**config.mk**
```make
export PLATFORM = sky130hd
export DESIGN_NAME = pcnms_ram
export DESIGN_NICKNAME = d
export VERILOG_FILES = /design/src/hw/rtl/pcnms_ram.sv
export SDC_FILE = /design/constraint.sdc
export NUM_CORES = 2
export LEC_CHECK = 0
export BUFFER_PORTS_ARGS = -buffer_cell sky130_fd_sc_hd__clkbuf_2
export CAP_MARGIN = 20
export CELL_PAD_IN_SITES_DETAIL_PLACEMENT = 2
export CELL_PAD_IN_SITES_GLOBAL_PLACEMENT = 2
export CORE_UTILIZATION = 45
export DETAILED_ROUTE_END_ITERATION = 16
export PLACE_DENSITY_LB_ADDON = 0.1
export SETUP_SLACK_MARGIN = 0.3
export SLEW_MARGIN = 15
export SYNTH_ARGS = -nofsm -noshare
export SYNTH_HDL_FRONTEND = slang
export SYNTH_SLANG_ARGS = --single-unit
```
**constraint.sdc**
```tcl
create_clock -name clk_i -period 11.06 [get_ports clk_i]
set_input_delay 0.553 -clock clk_i [delete_from_list [all_inputs] [get_ports clk_i]]
set_output_delay 0.553 -clock clk_i [all_outputs]
set_load 0.01 [all_outputs]
```
**src/hw/rtl/pcnms_ram.sv**
```systemverilog
module pcnms_ram #(
  parameter int unsigned WIDTH = 64,
  parameter int unsigned DEPTH = 64
) (
  input  logic                     clk_i,
  input  logic                     we_i,
  input  logic [$clog2(DEPTH)-1:0] waddr_i,
  input  logic [WIDTH-1:0]         wdata_i,
  input  logic [$clog2(DEPTH)-1:0] raddr_i,
  output logic [WIDTH-1:0]         rdata_o
);

  logic [WIDTH-1:0] mem_q [DEPTH];

  // Write port and registered read port
  always_ff @(posedge clk_i) begin
    if (we_i) begin
      mem_q[waddr_i] <= wdata_i;
    end
    rdata_o <= mem_q[raddr_i];
  end

endmodule

```
==> results.toml <==
[outcome]
status = "finished, violations left"
violations_in_the_final_reports = "hold timing"

[layout]
area_growth_pct = 13.9
instances_no_fill = 12000
nNetsFinal = 7147
stdcell_area_um2 = 178000
fillCellCount = 29400
post_route_cells_drive_above_1_share_pct = 29.1

[detailed_routing]
vias = 79500
detail_route.drc_violations = 0
drt_pre_antenna_iters = 5
initialDrtViolationCount = 10600
ant_nets = 0
route.final.wire_length_um = 545000
route.detailed.wl_per_inst_um = 45.3
detail_routed_via_count_per_cell = 6.61

[setup_path]
required_ns = 11.86
cp_data_arrival_time_ns = 4.60
ff2ff_path_depth = 5
timing.reg2reg.setup_slack_ns = 8.45
worstSetupEndpointType = "flop"
critical_path.max_fanout = 88
worstSetupStartpointType = "input pin"
crit_type = "input pin to flop"

[global_routing]
first_global_vias = 84300
gr_usage_total_pct = 31.0
gr-total-overflow = 0
antenna_found_initial = 37
grt_pass1_wl_um = 736000
maximum_number_of_pins_on_one_net_before_global_route_repair = 134

[place]
place.gp.congestion = 0.749
detailed_place_hpwl_um = 281000
place.detailed.instances = 11200
io_buffer_count = 141
place_ws_ns = 6.22
detailed_place.area_um2 = 164000

[power_and_ir_drop]
leakage_nw = 55.5
vdd_ir_drop_max_mv = 0.192
sequentialPowerShare_pct = 51.6
power_density_nw_per_um2 = 191
p_sw_share_pct = 22.7
net_switching_mw = 7.72
power.internal_mw = 26.3
combinationalPowerShare_pct = 4.7
power_frac_clock_pct = 43.7

[timing]
final-setup-viol-count = 0
final.hold.worst_slack_ns = -0.00144
grt_setup_unrepaired = "no"
hold_viol_final = 7
post-route-worst-setup-slack_ns = 7.27
timing_max_transition_violations_final = 0
worstMarginPinSlew_ns = 1.27
clock_skew_ns = 0.0544
worst_case_headroom_to_the_max_slew_limit_pct = 15.6
timing.final.crit_period_ns = 3.79
fin_crit_sh_pct = 34.3
setup_total_negative_slack_ns = 0
max_freq_mhz = 264

[floorplanning]
placeableCoreArea_um2 = 346000
floorplan.die_area_um2 = 350000
die_width_um = 591
num_io_pins = 142
row_count = 216
chipHeight_um = 591
initial_utilization_pct = 45.2

[run]
drv.max_cap_violation_count = 0

[min_path]
hold_path_class = "input pin to flop"
hold_path_depth = 1

[clock_network]
clk_latency_ns = 1.03
cts_max_path_buffers = 4
clk_pin_slew_ns = 0.06
cts_htree_levels = 5
cts-root-buf = "clkbuf_16"
tritoncts.num_buffers = 435
cts_setup_buffers = 0
cts_resized = 0
cts_hold_repair.buffers = 0
tritoncts_clock_tree = "yes"
cts_num_sinks = 4160

[yosys]
postSynthRegisterBits = 4160
synth_top_cell_by_area = "edfxtp_1"
netlist_area_um2 = 156000
yosys_warnings = 0
synth_seq_area_share_pct = 79.5
synth.top_cell.area_share_pct = 78.7
synth_area_leaders = "edfxtp_1 79%, mux4_2 15%, mux2i_1 0.86%, dfxtp_1 0.82%, a22oi_1 0.81%"
postSynthNetCount = 6676
netlist_instances = 6598
synth_cell_types = 33
post_synth.cell_area_avg_um2 = 23.7
==> layer usage <==
layer	wire length, µm	track usage, %	vias up	part of all wire, %
li1	-	-	29500	-
met3	42800	4.11	895	7.8
met1	215000	42.6	44700	39
met5	81	0	-	0.015
met2	268000	51.5	4435	49
met4	20000	10.2	14	3.7
==> power groups by stage <==
stage | Combinational [mW] | Clock (mW) | Sequential [mW]
finish | 1.61 | 14.9 | 17.5
global route | 1.68 | 15.5 | 17.5
CTS | 1.60 | 15.0 | 17.6
detailed placement | 1.58 | 0 | 17.9
global placement | 1.51 | 0 | 17.9
floorplan | 0.813 | 0 | 17.8
==> state kept, by name (all words and copies together) (netlist names) <==
signal and count:
mem_q 4096, rdata_o 64
==> kinds of logic (layout without fill, tap and decap cells) <==
family / count (synthesis) / count (layout) / synth area share, %
buffers and inverters: 389 / 1230 / 1.18
DFF: 4160 / 4160 / 79.5
other: 0 / 14 / 0
and+or+nand+nor: 386 / 386 / 1.24
muxes: 1159 / 1159 / 15.6
AOI/OAI and AO/OA: 504 / 504 / 2.48
==> critical path: stages <==
cell and delay (ns):
buf_12 0.50, buf_4 0.76, buf_12 0.66, mux4_2 0.59, mux2i_1 0.25, o22ai_1 0.13
a41oi_1 0.62, a211oi_1 0.11
==> cell usage in the layout, fill, tap and decap left out, types with 4 or more instances in the layout <==
cell type and count:
edfxtp_1 4096, mux4_2 1024, clkbuf_16 443, buf_4 229, a22oi_1 168, mux2i_1 135, clkbuf_2 105, clkbuf_1 102
a22o_1 88, clkinv_2 87, o22ai_1 83, clkinv_1 71, nor2_4 65, and3_1 64, dfxtp_1 64, a211oi_1 63
nand2_1 54, nor2_1 47, nand3_1 45, o221ai_1 38, bufinv_16 33, buf_12 33, or3_1 29, or2_2 28
a41oi_1 26, clkbuf_8 25, nor2b_1 24, clkinvlp_4 23, buf_2 23, inv_1 19, a2bb2oi_1 19, a31oi_1 18
diode_2 14, inv_6 12, nand2b_1 9, dlygate4sd3_1 7, clkinv_8 4, inv_16 4
==> path summary, 6_finish.rpt <==
| kind | startpoint | end |
|---|---|---|
| min reg2reg | mem_q[56][18] | rdata_o[18] |
| max reg2reg | mem_q[13][26] | rdata_o[26] |
| min | wdata_i[6] | mem_q[55][6] |
| max | raddr_i[0] | rdata_o[9] |
==> synth_stat cells <==
library cell,count
a22o_1,88
a2bb2oi_1,19
nand4b_1,1
a41oi_1,26
nor3_1,2
a31oi_1,18
o221ai_1,38
inv_1,19
or2_2,28
or3b_2,1
nand4_1,2
mux4_2,1024
nand2_1,58
nand2b_1,11
clkbuf_1,140
a22oi_1,168
and2_1,3
dfxtp_1,64
edfxtp_1,4096
o22ai_1,83
a211oi_1,63
a31o_1,1
or3_1,29
nor2b_1,28
nor2_1,112
buf_2,170
mux2i_1,135
buf_6,6
and3_1,64
nand3_1,45
nand3b_1,2
buf_4,34
buf_1,20
==> through the flow <==
step	util (%)	power [mW]	hold WS, ns
2_1_floorplan	-	18.7	0.652
3_3_place_gp	47.3	19.4	0.823
3_5_place_dp	47.3	19.5	0.858
4_1_cts	51.3	34.2	0.107
5_1_grt	51.5	34.7	0.000561
6_report	51.5	34.0	-0.00144
==> cell type report <==
cell class                 count  area [µm²]  share of cell area [%]
clock inverter               237        2140                    1.20
timing repair buffer         404        3230                    1.81
tap                         4578        5730                    3.22
inverter                      19        71.3                  0.0400
multi-input combinational   2049       30800                    17.3
antenna                       14        35.0                  0.0197
sequential                  4160      124000                    69.8
clock buffer                 570       11800                    6.63
Power figures use the tool's default switching activity.
